## src/hdl/cac_pkg.sv

```systemverilog
// Shared types and constants for the cursor autorepeat controller.
// No dependencies; every other file in hdl/ imports this package.
`timescale 1ns / 1ps
`default_nettype none

package cac_pkg;

   // Board and word geometry
   localparam int MAX_SIDE  = 16;            // largest board side honored by the clamp
   localparam int CURSOR_W  = 4;             // cursor coordinate width
   localparam int CALC_W    = CURSOR_W + 2;  // signed room for up to two steps past either edge
   localparam int SIDE_W    = 5;             // board size field width
   localparam int TIME_W    = 16;            // time and countdown width
   localparam int STEP_W    = 3;             // step count width
   localparam int NUM_DIRS  = 4;

   // Direction codes, in processing order
   typedef enum logic [1:0] {
      MOVE_UP    = 2'd0,
      MOVE_LEFT  = 2'd1,
      MOVE_DOWN  = 2'd2,
      MOVE_RIGHT = 2'd3
   } dir_type;

   // Configuration register indexes
   typedef enum logic {
      CSR_INITIAL_DELAY   = 1'b0,
      CSR_REPEAT_INTERVAL = 1'b1
   } csr_index_type;

   // Input word: one frame
   typedef struct packed {
      logic              held_up;
      logic              held_left;
      logic              held_down;
      logic              held_right;
      logic [TIME_W-1:0] elapsed_time;
      logic [SIDE_W-1:0] board_width;
      logic [SIDE_W-1:0] board_height;
   } req_type;

   // Result word: cursor after the frame
   typedef struct packed {
      logic [CURSOR_W-1:0] cursor_x;
      logic [CURSOR_W-1:0] cursor_y;
      logic [STEP_W-1:0]   step_count;
      logic [1:0]          active_direction;
   } rsp_type;

   // Per-direction slice status handed down the chain
   typedef struct packed {
      dir_type dir;    // active direction after this slice
      logic    step;   // this slice moved the cursor
   } slice_out_type;

endpackage

`default_nettype wire

```

## src/hdl/cursor_autorepeat_controller.sv

```systemverilog
// Top level of the cursor autorepeat controller; depends on cac_pkg, cac_dir_slice, cac_clamp.
// Path: an accepted word passes the input register, then the result register.
// Throughput: one word per cycle while rsp_ready is high; under a result stall the input
//   register takes one more word, then req_ready drops until the result is taken.
// Reset (synchronous, active high): empties both registers, clears key history, countdowns,
//   cursor and active direction, and loads the delays 200 and 50.
`timescale 1ns / 1ps
`default_nettype none

module cursor_autorepeat_controller (
   input  wire logic                          clock,
   input  wire logic                          reset,
   // input words
   input  wire logic                          req_valid,
   output logic                               req_ready,
   input  wire cac_pkg::req_type              req_data,
   // result words
   output logic                               rsp_valid,
   input  wire logic                          rsp_ready,
   output cac_pkg::rsp_type                   rsp_data,
   // configuration writes
   input  wire logic                          csr_we,
   input  wire cac_pkg::csr_index_type        csr_index,
   input  wire logic [cac_pkg::TIME_W-1:0]    csr_wdata
);
   import cac_pkg::*;

   localparam logic [TIME_W-1:0] INIT_DELAY_RST = TIME_W'(200);
   localparam logic [TIME_W-1:0] REPEAT_RST     = TIME_W'(50);

   // Handshake registers
   logic    in_valid_ff, in_valid_in;
   req_type in_word_ff, in_word_in;
   logic    rsp_valid_ff, rsp_valid_in;
   rsp_type rsp_word_ff, rsp_word_in;

   // Configuration
   logic [TIME_W-1:0] init_delay_ff, init_delay_in;
   logic [TIME_W-1:0] repeat_ff, repeat_in;

   // Frame state
   logic [NUM_DIRS-1:0] press_seen_ff, press_seen_in;
   logic [TIME_W-1:0]   countdown_ff [NUM_DIRS];
   logic [TIME_W-1:0]   countdown_in [NUM_DIRS];
   dir_type             shift_dir_ff, shift_dir_in;
   logic [CURSOR_W-1:0] pos_x_ff, pos_x_in;
   logic [CURSOR_W-1:0] pos_y_ff, pos_y_in;

   // Datapath
   logic                out_free;
   logic                fire;
   logic [NUM_DIRS-1:0] held;
   logic [NUM_DIRS-1:0] fresh;
   logic [NUM_DIRS-1:0] steps;
   dir_type             dir_chain [NUM_DIRS+1];
   slice_out_type       slice_out [NUM_DIRS];
   logic signed [CALC_W-1:0] x_calc, y_calc;
   logic [CURSOR_W-1:0] x_clamped, y_clamped;
   logic [STEP_W-1:0]   step_count;

   // Flow control: the input register moves on when the output register frees up
   assign out_free  = !rsp_valid_ff || rsp_ready;
   assign fire      = in_valid_ff && out_free;
   assign req_ready = !in_valid_ff || out_free;
   assign rsp_valid = rsp_valid_ff;
   assign rsp_data  = rsp_word_ff;

   // Key decode, order up, left, down, right
   assign held  = {in_word_ff.held_right, in_word_ff.held_down,
                   in_word_ff.held_left,  in_word_ff.held_up};
   assign fresh = held & ~press_seen_ff;

   // Direction slices chained in processing order
   assign dir_chain[0] = shift_dir_ff;

   for (genvar d = 0; d < NUM_DIRS; d++) begin : g_slice
      cac_dir_slice u_slice (
         .dir_idx         (dir_type'(2'(d))),
         .held            (held[d]),
         .fresh           (fresh[d]),
         .opp_held        (held[(d + 2) % NUM_DIRS]),
         .dir_in          (dir_chain[d]),
         .countdown       (countdown_ff[d]),
         .elapsed         (in_word_ff.elapsed_time),
         .initial_delay   (init_delay_ff),
         .repeat_interval (repeat_ff),
         .countdown_out   (countdown_in[d]),
         .slice_out       (slice_out[d])
      );
      assign dir_chain[d+1] = slice_out[d].dir;
      assign steps[d]       = slice_out[d].step;
   end

   // Net movement: left and up subtract, right and down add
   assign x_calc = signed'(CALC_W'(pos_x_ff) + CALC_W'(steps[MOVE_RIGHT])
                           - CALC_W'(steps[MOVE_LEFT]));
   assign y_calc = signed'(CALC_W'(pos_y_ff) + CALC_W'(steps[MOVE_DOWN])
                           - CALC_W'(steps[MOVE_UP]));
   assign step_count = STEP_W'(steps[0]) + STEP_W'(steps[1])
                     + STEP_W'(steps[2]) + STEP_W'(steps[3]);

   cac_clamp u_clamp_x (
      .coord   (x_calc),
      .side    (in_word_ff.board_width),
      .clamped (x_clamped)
   );

   cac_clamp u_clamp_y (
      .coord   (y_calc),
      .side    (in_word_ff.board_height),
      .clamped (y_clamped)
   );

   // Next-state logic
   always_comb begin
      in_valid_in  = in_valid_ff;
      in_word_in   = in_word_ff;
      rsp_valid_in = rsp_valid_ff;
      rsp_word_in  = rsp_word_ff;
      press_seen_in = press_seen_ff;
      shift_dir_in = shift_dir_ff;
      pos_x_in     = pos_x_ff;
      pos_y_in     = pos_y_ff;

      if (fire) begin
         in_valid_in = 1'b0;
      end
      if (req_valid && req_ready) begin
         in_valid_in = 1'b1;
         in_word_in  = req_data;
      end

      if (rsp_ready) begin
         rsp_valid_in = 1'b0;
      end
      if (fire) begin
         rsp_valid_in                 = 1'b1;
         rsp_word_in.cursor_x         = x_clamped;
         rsp_word_in.cursor_y         = y_clamped;
         rsp_word_in.step_count       = step_count;
         rsp_word_in.active_direction = dir_chain[NUM_DIRS];
         press_seen_in = held;
         shift_dir_in  = dir_chain[NUM_DIRS];
         pos_x_in      = x_clamped;
         pos_y_in      = y_clamped;
      end
   end

   // Configuration writes
   always_comb begin
      init_delay_in = init_delay_ff;
      repeat_in     = repeat_ff;
      if (csr_we) begin
         case (csr_index)
            CSR_INITIAL_DELAY:   init_delay_in = csr_wdata;
            CSR_REPEAT_INTERVAL: repeat_in     = csr_wdata;
            default: ;
         endcase
      end
   end

   // Control and state registers
   always_ff @(posedge clock) begin
      if (reset) begin
         in_valid_ff   <= 1'b0;
         rsp_valid_ff  <= 1'b0;
         init_delay_ff <= INIT_DELAY_RST;
         repeat_ff     <= REPEAT_RST;
         press_seen_ff <= '0;
         shift_dir_ff  <= MOVE_UP;
         pos_x_ff      <= '0;
         pos_y_ff      <= '0;
         for (int i = 0; i < NUM_DIRS; i++) begin
            countdown_ff[i] <= '0;
         end
      end else begin
         in_valid_ff   <= in_valid_in;
         rsp_valid_ff  <= rsp_valid_in;
         init_delay_ff <= init_delay_in;
         repeat_ff     <= repeat_in;
         press_seen_ff <= press_seen_in;
         shift_dir_ff  <= shift_dir_in;
         pos_x_ff      <= pos_x_in;
         pos_y_ff      <= pos_y_in;
         if (fire) begin
            for (int i = 0; i < NUM_DIRS; i++) begin
               countdown_ff[i] <= countdown_in[i];
            end
         end
      end
   end

   // Payload registers
   always_ff @(posedge clock) begin
      in_word_ff  <= in_word_in;
      rsp_word_ff <= rsp_word_in;
   end

endmodule

`default_nettype wire

```

## src/hdl/cac_dir_slice.sv

```systemverilog
// One direction slice: fresh press, hold takeover and repeat countdown.
// Depends on cac_pkg.
`timescale 1ns / 1ps
`default_nettype none

module cac_dir_slice (
   input  wire cac_pkg::dir_type             dir_idx,
   input  wire logic                         held,
   input  wire logic                         fresh,
   input  wire logic                         opp_held,
   input  wire cac_pkg::dir_type             dir_in,
   input  wire logic [cac_pkg::TIME_W-1:0]   countdown,
   input  wire logic [cac_pkg::TIME_W-1:0]   elapsed,
   input  wire logic [cac_pkg::TIME_W-1:0]   initial_delay,
   input  wire logic [cac_pkg::TIME_W-1:0]   repeat_interval,
   output logic      [cac_pkg::TIME_W-1:0]   countdown_out,
   output cac_pkg::slice_out_type            slice_out
);
   import cac_pkg::*;

   dir_type dir_taken;
   logic    expired;

   // A held key takes over unless its opposite is held too
   assign dir_taken = (held && !opp_held) ? dir_idx : dir_in;
   // Countdown minus elapsed reaches zero or below
   assign expired   = (countdown <= elapsed);

   always_comb begin
      countdown_out  = countdown;
      slice_out.dir  = dir_in;
      slice_out.step = 1'b0;
      if (fresh) begin
         countdown_out  = initial_delay;
         slice_out.dir  = dir_idx;
         slice_out.step = 1'b1;
      end else if (held) begin
         slice_out.dir = dir_taken;
         if (dir_taken == dir_idx) begin
            if (expired) begin
               countdown_out  = repeat_interval;
               slice_out.step = 1'b1;
            end else begin
               countdown_out = countdown - elapsed;
            end
         end
      end
   end

endmodule

`default_nettype wire

```

## src/hdl/cac_clamp.sv

```systemverilog
// Clamps one signed cursor coordinate to a board side.
// Depends on cac_pkg.
`timescale 1ns / 1ps
`default_nettype none

module cac_clamp (
   input  wire logic signed [cac_pkg::CALC_W-1:0] coord,
   input  wire logic        [cac_pkg::SIDE_W-1:0] side,
   output logic             [cac_pkg::CURSOR_W-1:0] clamped
);
   import cac_pkg::*;

   logic        [SIDE_W-1:0] side_eff;
   logic signed [CALC_W-1:0] limit;
   logic signed [CALC_W-1:0] result;

   // Zero side counts as one, oversize as the maximum
   always_comb begin
      if (side == '0) begin
         side_eff = SIDE_W'(1);
      end else if (side > SIDE_W'(MAX_SIDE)) begin
         side_eff = SIDE_W'(MAX_SIDE);
      end else begin
         side_eff = side;
      end
   end

   assign limit = signed'(CALC_W'(side_eff) - CALC_W'(1));

   always_comb begin
      if (coord < 0) begin
         result = '0;
      end else if (coord > limit) begin
         result = limit;
      end else begin
         result = coord;
      end
   end

   assign clamped = result[CURSOR_W-1:0];

endmodule

`default_nettype wire

```

## config.mk

```make
export PLATFORM = sky130hd
export DESIGN_NAME = cursor_autorepeat_controller
export DESIGN_NICKNAME = d
export VERILOG_FILES = /design/src/hdl/cac_pkg.sv /design/src/hdl/cursor_autorepeat_controller.sv /design/src/hdl/cac_dir_slice.sv /design/src/hdl/cac_clamp.sv
export SDC_FILE = /design/constraint.sdc
export NUM_CORES = 1
export LEC_CHECK = 0
export ABC_CLOCK_PERIOD_IN_PS = 6490
export BUFFER_PORTS_ARGS = -buffer_cell sky130_fd_sc_hd__buf_2
export CORE_AREA = 2 2 139 141
export CTS_BUF_LIST = sky130_fd_sc_hd__clkbuf_2 sky130_fd_sc_hd__clkbuf_4 sky130_fd_sc_hd__clkbuf_8
export CTS_CLUSTER_DIAMETER = 200
export DETAILED_ROUTE_END_ITERATION = 12
export DIE_AREA = 0 0 141 143
export PLACE_DENSITY = 0.88
export SLEW_MARGIN = 20
export SYNTH_ARGS = -nofsm -noshare
export SYNTH_HDL_FRONTEND = slang
export SYNTH_SLANG_ARGS = --single-unit
```

## constraint.sdc

```tcl
create_clock -name clock -period 6.49 [get_ports clock]
set_input_delay 0.3245 -clock clock [delete_from_list [all_inputs] [get_ports clock]]
set_output_delay 0.3245 -clock clock [all_outputs]
set_load 0.05 [all_outputs]
```

=== Yosys cells after proc, flatten, opt, wreduce, memory -nomap -nowiden ===
Memories as Yosys holds them, arrays and structs flattened.
Cells that the tools add are included.

* $add $sub $neg: 13
* Order comparisons: 10
* Equal/unequal tests: 3
* Mux-type cells: 57
* Bitwise gates (word level): 7
* Reductions and logical operators: 21

{| class="wikitable"
|+ Operators by type and width
! kind !! count
|-
| 16-bit two-way mux || 20
|-
| 16-bit <= comparator || 4
|-
| 16-bit subtractor || 4
|-
| 3-bit two-way mux || 8
|-
| 5-bit two-way mux || 4
|-
| 1-bit two-way mux || 17
|-
| 4-bit two-way mux || 4
|-
| 6-bit > comparator || 2
|-
| 6-bit by 1-bit < comparator with 1-bit output (second input constant) || 2
|-
| 5-bit by 1-bit subtractor with 6-bit output || 2
|-
| 5-bit by 1-bit subtractor with 6-bit output (second input constant) || 2
|-
| 4-bit by 1-bit adder with 5-bit output || 2
|-
| 5-bit > comparator (second input constant) || 2
|-
| 5-bit zero test || 2
|-
| 2-bit two-way mux || 4
|-
| 1-bit logical AND || 6
|-
| 1-bit zero test || 6
|-
| 4-bit bitwise AND || 1
|-
| 2-bit == test (second input constant) || 2
|-
| 4-bit inverter || 1
|-
| 1-bit OR || 4
|-
| 2-bit AND reduction || 2
|-
| 2-bit nonzero test || 2
|-
| 2-bit by 1-bit adder with 3-bit output || 1
|-
| other kinds (6) || 7
|}

* Register bits: 91
* Bits in writable memories: 64
* Bits of input ports: 52
* Memories kept: 1

{| class="wikitable"
|+ Memory list
! memory !! words !! width !! read ports !! clocked after memory_dff !! write ports !! RTL line !! text
|-
| countdown_ff || 4 || 16 || 4 || 0 || 4 || cursor_autorepeat_controller.sv:43 || <nowiki>logic [TIME_W-1:0] countdown_ff [NUM_DIRS];</nowiki>
|}

=== Longest topological paths before layout ===
* Depth in word-level cells: 27
* Mapped depth: 28
* Gate-level depth less buffers: 27

=== By module ===
A second synthesis with hierarchy kept.

* Cells, all modules: 1479
* Area total of the unflattened synthesis: 12768.5 um2

{| class="wikitable"
|+ Modules (own cells, without submodules)
! module !! instances !! cells each !! area each (um2) !! seq. area each (um2)
|-
| cursor_autorepeat_controller || 1 || 454 || 5898.2 || 4174.0
|-
| cac_dir_slice at g_slice[0].u_slice ... || 2 || 242 || 1595.3 || 0.0
|-
| cac_dir_slice at g_slice[3].u_slice || 1 || 239 || 1577.8 || 0.0
|-
| cac_dir_slice at g_slice[2].u_slice || 1 || 220 || 1423.9 || 0.0
|-
| cac_clamp at u_clamp_x || 1 || 41 || 345.3 || 0.0
|-
| cac_clamp at u_clamp_y || 1 || 41 || 332.8 || 0.0
|}

=== Worst setup path before layout ===
OpenSTA, ideal clock, no wires.

* Path kind: reg-to-reg
* Start point: register in_word_ff[21] in the netlist's numbering
* End point: register pos_x_ff[2]
* Setup time: 66 ps
* Arrival: 5116 ps
* Data required time: 6424 ps
* Path slack: 1308 ps
* Stages on the path, launching flop included: 29
* Period minus slack after synthesis: 5182 ps
* Cell sequence: edfxtp_1 > inv_1 > ha_1 > clkbuf_2 > nand2_1 > or3_4 > nor3_4 > nor2_2 > a21oi_4 > buf_4 > nand2_1 > a21boi_0 > ha_1 > inv_1 > ha_1 > inv_1 > fa_1 > inv_1 > a21oi_1 > nor2_1 > nor2_1 > xnor2_1 > ha_1 > nand4_1 > a2bb2oi_1 > a31oi_1 > mux2_2 > o31ai_1 > nor2b_1

* Longest elaborated chain between the ends: 10
* Elaborated cells on any way between the ends: 16
* Those cells by class: add/sub (2); order compare (4); mux (10)

{| class="wikitable"
|+ RTL lines
! what !! RTL line !! text
|-
| start: declaration || cursor_autorepeat_controller.sv:33 || <nowiki>req_type in_word_ff, in_word_in;</nowiki>
|-
| start signal: assignment || cursor_autorepeat_controller.sv:195 || <nowiki>in_word_ff <= in_word_in;</nowiki>
|-
| 16-bit <= comparator || cac_dir_slice.sv:27 || <nowiki>assign expired = (countdown <= elapsed);</nowiki>
|-
| 1-bit two-way mux || cac_dir_slice.sv:40 || <nowiki>if (expired) begin</nowiki>
|-
| 1-bit two-way mux || cac_dir_slice.sv:39 || <nowiki>if (dir_taken == dir_idx) begin</nowiki>
|-
| 3-bit two-way mux || cac_dir_slice.sv:37 || <nowiki>end else if (held) begin</nowiki>
|-
| 3-bit two-way mux || cac_dir_slice.sv:33 || <nowiki>if (fresh) begin</nowiki>
|-
| 4-bit by 1-bit adder with 5-bit output || cursor_autorepeat_controller.sv:95 || <nowiki>assign x_calc = signed'(CALC_W'(pos_x_ff) + CALC_W'(steps[MOVE_RIGHT])</nowiki>
|-
| 5-bit by 1-bit subtractor with 6-bit output * || cursor_autorepeat_controller.sv:96 || <nowiki>- CALC_W'(steps[MOVE_LEFT]));</nowiki>
|-
| 6-bit > comparator || cac_clamp.sv:33 || <nowiki>end else if (coord > limit) begin</nowiki>
|-
| 4-bit two-way mux || cac_clamp.sv:33 ||
|-
| 4-bit two-way mux * || cac_clamp.sv:31 || <nowiki>if (coord < 0) begin</nowiki>
|-
| end signal: assignment || cursor_autorepeat_controller.sv:183 || <nowiki>pos_x_ff <= pos_x_in;</nowiki>
|-
| end: declaration || cursor_autorepeat_controller.sv:46 || <nowiki>logic [CURSOR_W-1:0] pos_x_ff, pos_x_in;</nowiki>
|}

Mark *: on every way between the ends. The rest lies on a longest branch, timed or not.
A chain may end at the register's enable or synchronous reset.

=== Worst setup path in the final report ===
* Start point: register in_word_ff[17] in the netlist's numbering
* End point: register pos_x_ff[2]

Same word-level chain as after synthesis.

==> impl_metrics.json <==
{
  "finClkSkew_ns": 0.0227,
  "run_status": "finished, final reports clean",
  "netlist_area_mm2": 0.0113,
  "worstSkewPairLatency_ns": 0.48,
  "synth.distinct_cells": 79,
  "critical_path.startpoint_type": "register",
  "final-setup-viol-count": 0,
  "power.density_mw_per_mm2": 261,
  "largest_family_of_logic_cells_by_synthesized_area": "compound AO/OA/AOI/OAI gates",
  "num_vias": 10227,
  "detailed_place_hpwl_um": 23900,
  "postSynthAreaPerCell_um2": 8.88,
  "pin_count": 67,
  "synth.area.top_cells": "sky130_fd_sc_hd__edfxtp_1 28%, sky130_fd_sc_hd__ha_1 10%, sky130_fd_sc_hd__dfxtp_1 8.5%",
  "detail_route.first_pass.iterations": 7,
  "area.sequential_mm2": 0.00417,
  "worst-endpoint-required_ns": 6.88,
  "power.leakage_nw": 5.14,
  "grt_setup_unrepaired": "false",
  "worstPathMaxFanout": 10,
  "pin_count_of_the_biggest_net_entering_global_routing": 55,
  "synthMuxAreaShare_pct": 4.00,
  "post_cts_resize_count": 0,
  "final.setup.tns_ns": 0,
  "netlist_instances": 1273,
  "period_needed_ns": 5.93,
  "ys_seq_area_share_pct": 36.9,
  "synth_compound_gate_area_share_pct": 20.3,
  "max-cap-violations": 0,
  "postCtsSetupBuffers": 0,
  "wirelength_um": 32600,
  "netlist.area_leader.share_pct": 28.4,
  "fp.coreArea_mm2": 0.0186,
  "relSlewSlack_pct": 21.9,
  "synth-xor-area-share_pct": 3.33,
  "finalNetCount": 1458,
  "place.port_buffers": 66,
  "placementRows": 50,
  "final_min_period_over_clock_period_pct": 91.4,
  "avgViaCountPerCell": 6.59,
  "start_util_pct": 60.9,
  "post-route-drc-count": 0,
  "power.ir.vdd_worst_mv": 0.296,
  "crit_type": "register to register",
  "crit_arrival_ns": 6.32,
  "final-hold-violation-count": 0,
  "synth_enable_flop_cells": 107,
  "number_of_antenna_violations_at_the_first_check_in_global_routing": 0,
  "synth_to_final_area_change_pct": 7.54,
  "min_path_type": "input pin to register",
  "cts_max_level": 4,
  "grt_usage_pct": 32.4,
  "final.fill_count": 1448,
  "report.final.slew_viol_count": 0,
  "clk_pin_slew_worst_paths_ns": 0.11,
  "grt_pass1_wl_um": 50500,
  "cts_buffer_depth": 2,
  "clock_sinks": 155,
  "first_global_vias": 9619,
  "drt_iter0_drc": 1150,
  "root_buffer": "sky130_fd_sc_hd__clkbuf_8",
  "routed_wire_length_per_instance_um": 21.0,
  "yosys_warnings": 0,
  "antenna-diode-count": 0,
  "yosys.area_share.simple_pct": 18.5,
  "max_slew.worst_pin.slew_ns": 1.17,
  "gp_routability_congestion": 0.997,
  "grt_overflow_total": 0,
  "synth.most_common_cell": "sky130_fd_sc_hd__nand2_1",
  "synth.ff_latch_count": 155,
  "postRouteAntennaNets": 0,
  "top_cells_by_instance_count_after_synthesis": "135 x sky130_fd_sc_hd__nand2_1, 133 x sky130_fd_sc_hd__a21oi_1, 107 x sky130_fd_sc_hd__edfxtp_1",
  "async_reset_ff_share_pct": 0,
  "floorplan.die.height_um": 143,
  "synth_largest_area_cell": "sky130_fd_sc_hd__edfxtp_1",
  "synth-main-ff-cell": "sky130_fd_sc_hd__edfxtp_1",
  "hold_buffers": 0,
  "multi_input_area_mm2": 0.00656,
  "post_synth_fa_ha_maj_area_fraction_pct": 11.6,
  "cts_inserted_buffers": 17,
  "tritoncts": "built",
  "floorplan_die_area_mm2": 0.0202,
  "critPathCaptureType": "register",
  "achievable-frequency_mhz": 169,
  "report.power.total_mw": 3.18,
  "die_w_um": 141,
  "final_layout_size_suffix_gt1_share_pct": 10.5
}
## flip-flops by register name, summed over array words and instances, names as in the netlist
register / flops
countdown_ff: 64
held: 4
in_valid_ff: 1
in_word_ff: 26
init_delay_ff: 16
pos_x_ff: 4
pos_y_ff: 4
press_seen_ff: 4
repeat_ff: 16
rsp_data: 13
rsp_valid: 1
shift_dir_ff: 2
## path summary, 6_finish.rpt
check / from / end / slack (ns) / depth (start not counted)
setup / recovery: in_word_ff[17] / pos_x_ff[2] / 0.56 / 23
hold / removal: req_data[13] / in_word_ff[13] / 0.02 / 1
setup reg to reg: in_word_ff[17] / pos_x_ff[2] / 0.56 / 23
hold reg to reg: pos_x_ff[3] / pos_x_ff[3] / 0.47 / 2
## metal layers
metal  global-route usage [%]  vias up  part of all wire, %
met5                        0        -                    0
met4                     19.2        0                  6.0
met3                     5.94      128                   10
met2                     50.3      596                   44
met1                     42.5     4762                   39
li1                         -     4741                    -
## per-stage QoR
stage	cell area (um2)	worst slack (ns)	hold WS (ns)	util, %	cells
finish	12200	0.561	0.0248	65.5	1552
floorplan	11300	1.31	0.423	-	1274
global placement	11700	1.03	0.446	63.1	1520
detailed placement	11700	0.659	0.456	63.1	1520
CTS	12200	0.627	0.0111	65.4	1552
global route	12200	0.0439	0.0176	65.5	1552
## layout make-up
| cell class | instances | area share, % |
|---|---|---|
| multi-input combinational | 976 | 53.9 |
| clock buffer | 17 | 1.92 |
| timing repair buffer | 78 | 3.46 |
| clock inverter | 15 | 1.60 |
| inverter | 77 | 2.38 |
| sequential | 155 | 34.3 |
| tap | 234 | 2.41 |
## worst max-delay path, cell delays in order, from the launching register on
cell	delay, ns
sky130_fd_sc_hd__edfxtp_1	0.37
sky130_fd_sc_hd__inv_1	0.16
sky130_fd_sc_hd__ha_1	0.39
sky130_fd_sc_hd__a21oi_2	0.21
sky130_fd_sc_hd__o21a_1	0.18
sky130_fd_sc_hd__o21ai_1	0.08
sky130_fd_sc_hd__a221o_1	0.41
sky130_fd_sc_hd__a21oi_2	0.27
sky130_fd_sc_hd__a21boi_0	0.28
sky130_fd_sc_hd__o21ai_0	0.15
sky130_fd_sc_hd__ha_1	0.29
sky130_fd_sc_hd__inv_1	0.05
sky130_fd_sc_hd__ha_1	0.17
sky130_fd_sc_hd__a21o_1	0.13
sky130_fd_sc_hd__a21oi_1	0.10
sky130_fd_sc_hd__o21ai_0	0.48
sky130_fd_sc_hd__inv_1	0.23
sky130_fd_sc_hd__ha_1	0.37
sky130_fd_sc_hd__nand4_1	0.12
sky130_fd_sc_hd__a2bb2oi_1	0.15
sky130_fd_sc_hd__a31oi_1	0.47
sky130_fd_sc_hd__mux2_2	0.41
sky130_fd_sc_hd__o31ai_1	0.18
sky130_fd_sc_hd__nor2b_1	0.15
## cell families (layout without fill, tap and decap cells)
logic type	Yosys count	count (layout)
DFF	155	155
AOI/OAI and AO/OA	363	363
adders and majority gates	101	101
other	1	2
muxes	45	45
buffers and inverters	143	187
xor gates and xnor gates	43	43
and+or+nand+nor	422	422
## where the power goes
part	leakage, nW	internal (mW)	total [mW]	switching (mW)
combinational	3.44	0.443	1.16	0.719
clock	0.220	0.365	0.802	0.437
sequential	1.48	1.16	1.21	0.0590
total	5.14	1.96	3.18	1.22
## placed cells by master (no fill, tap or decap), drive strengths merged, types with 5 or more instances in the layout
cell type,instances
a21oi,137
o21a,15
nor2,80
o21ai,74
xor2,19
o31ai,11
or2,6
nor4,9
nand2b,18
a211o,5
a221o,5
edfxtp,107
o21bai,6
ha,94
o211ai,6
nor2b,26
fa,7
o31a,6
or4,8
nand2,136
buf,78
clkbuf,17
a21o,25
nand3b,8
nor3,18
a211oi,11
dfxtp,48
nand4,28
nand3,44
mux2i,43
a41oi,9
or3,14
inv,87
and3,14
a31oi,16
xnor2,24
and2,6
Note: power is estimated with default switching activity, not from simulation.
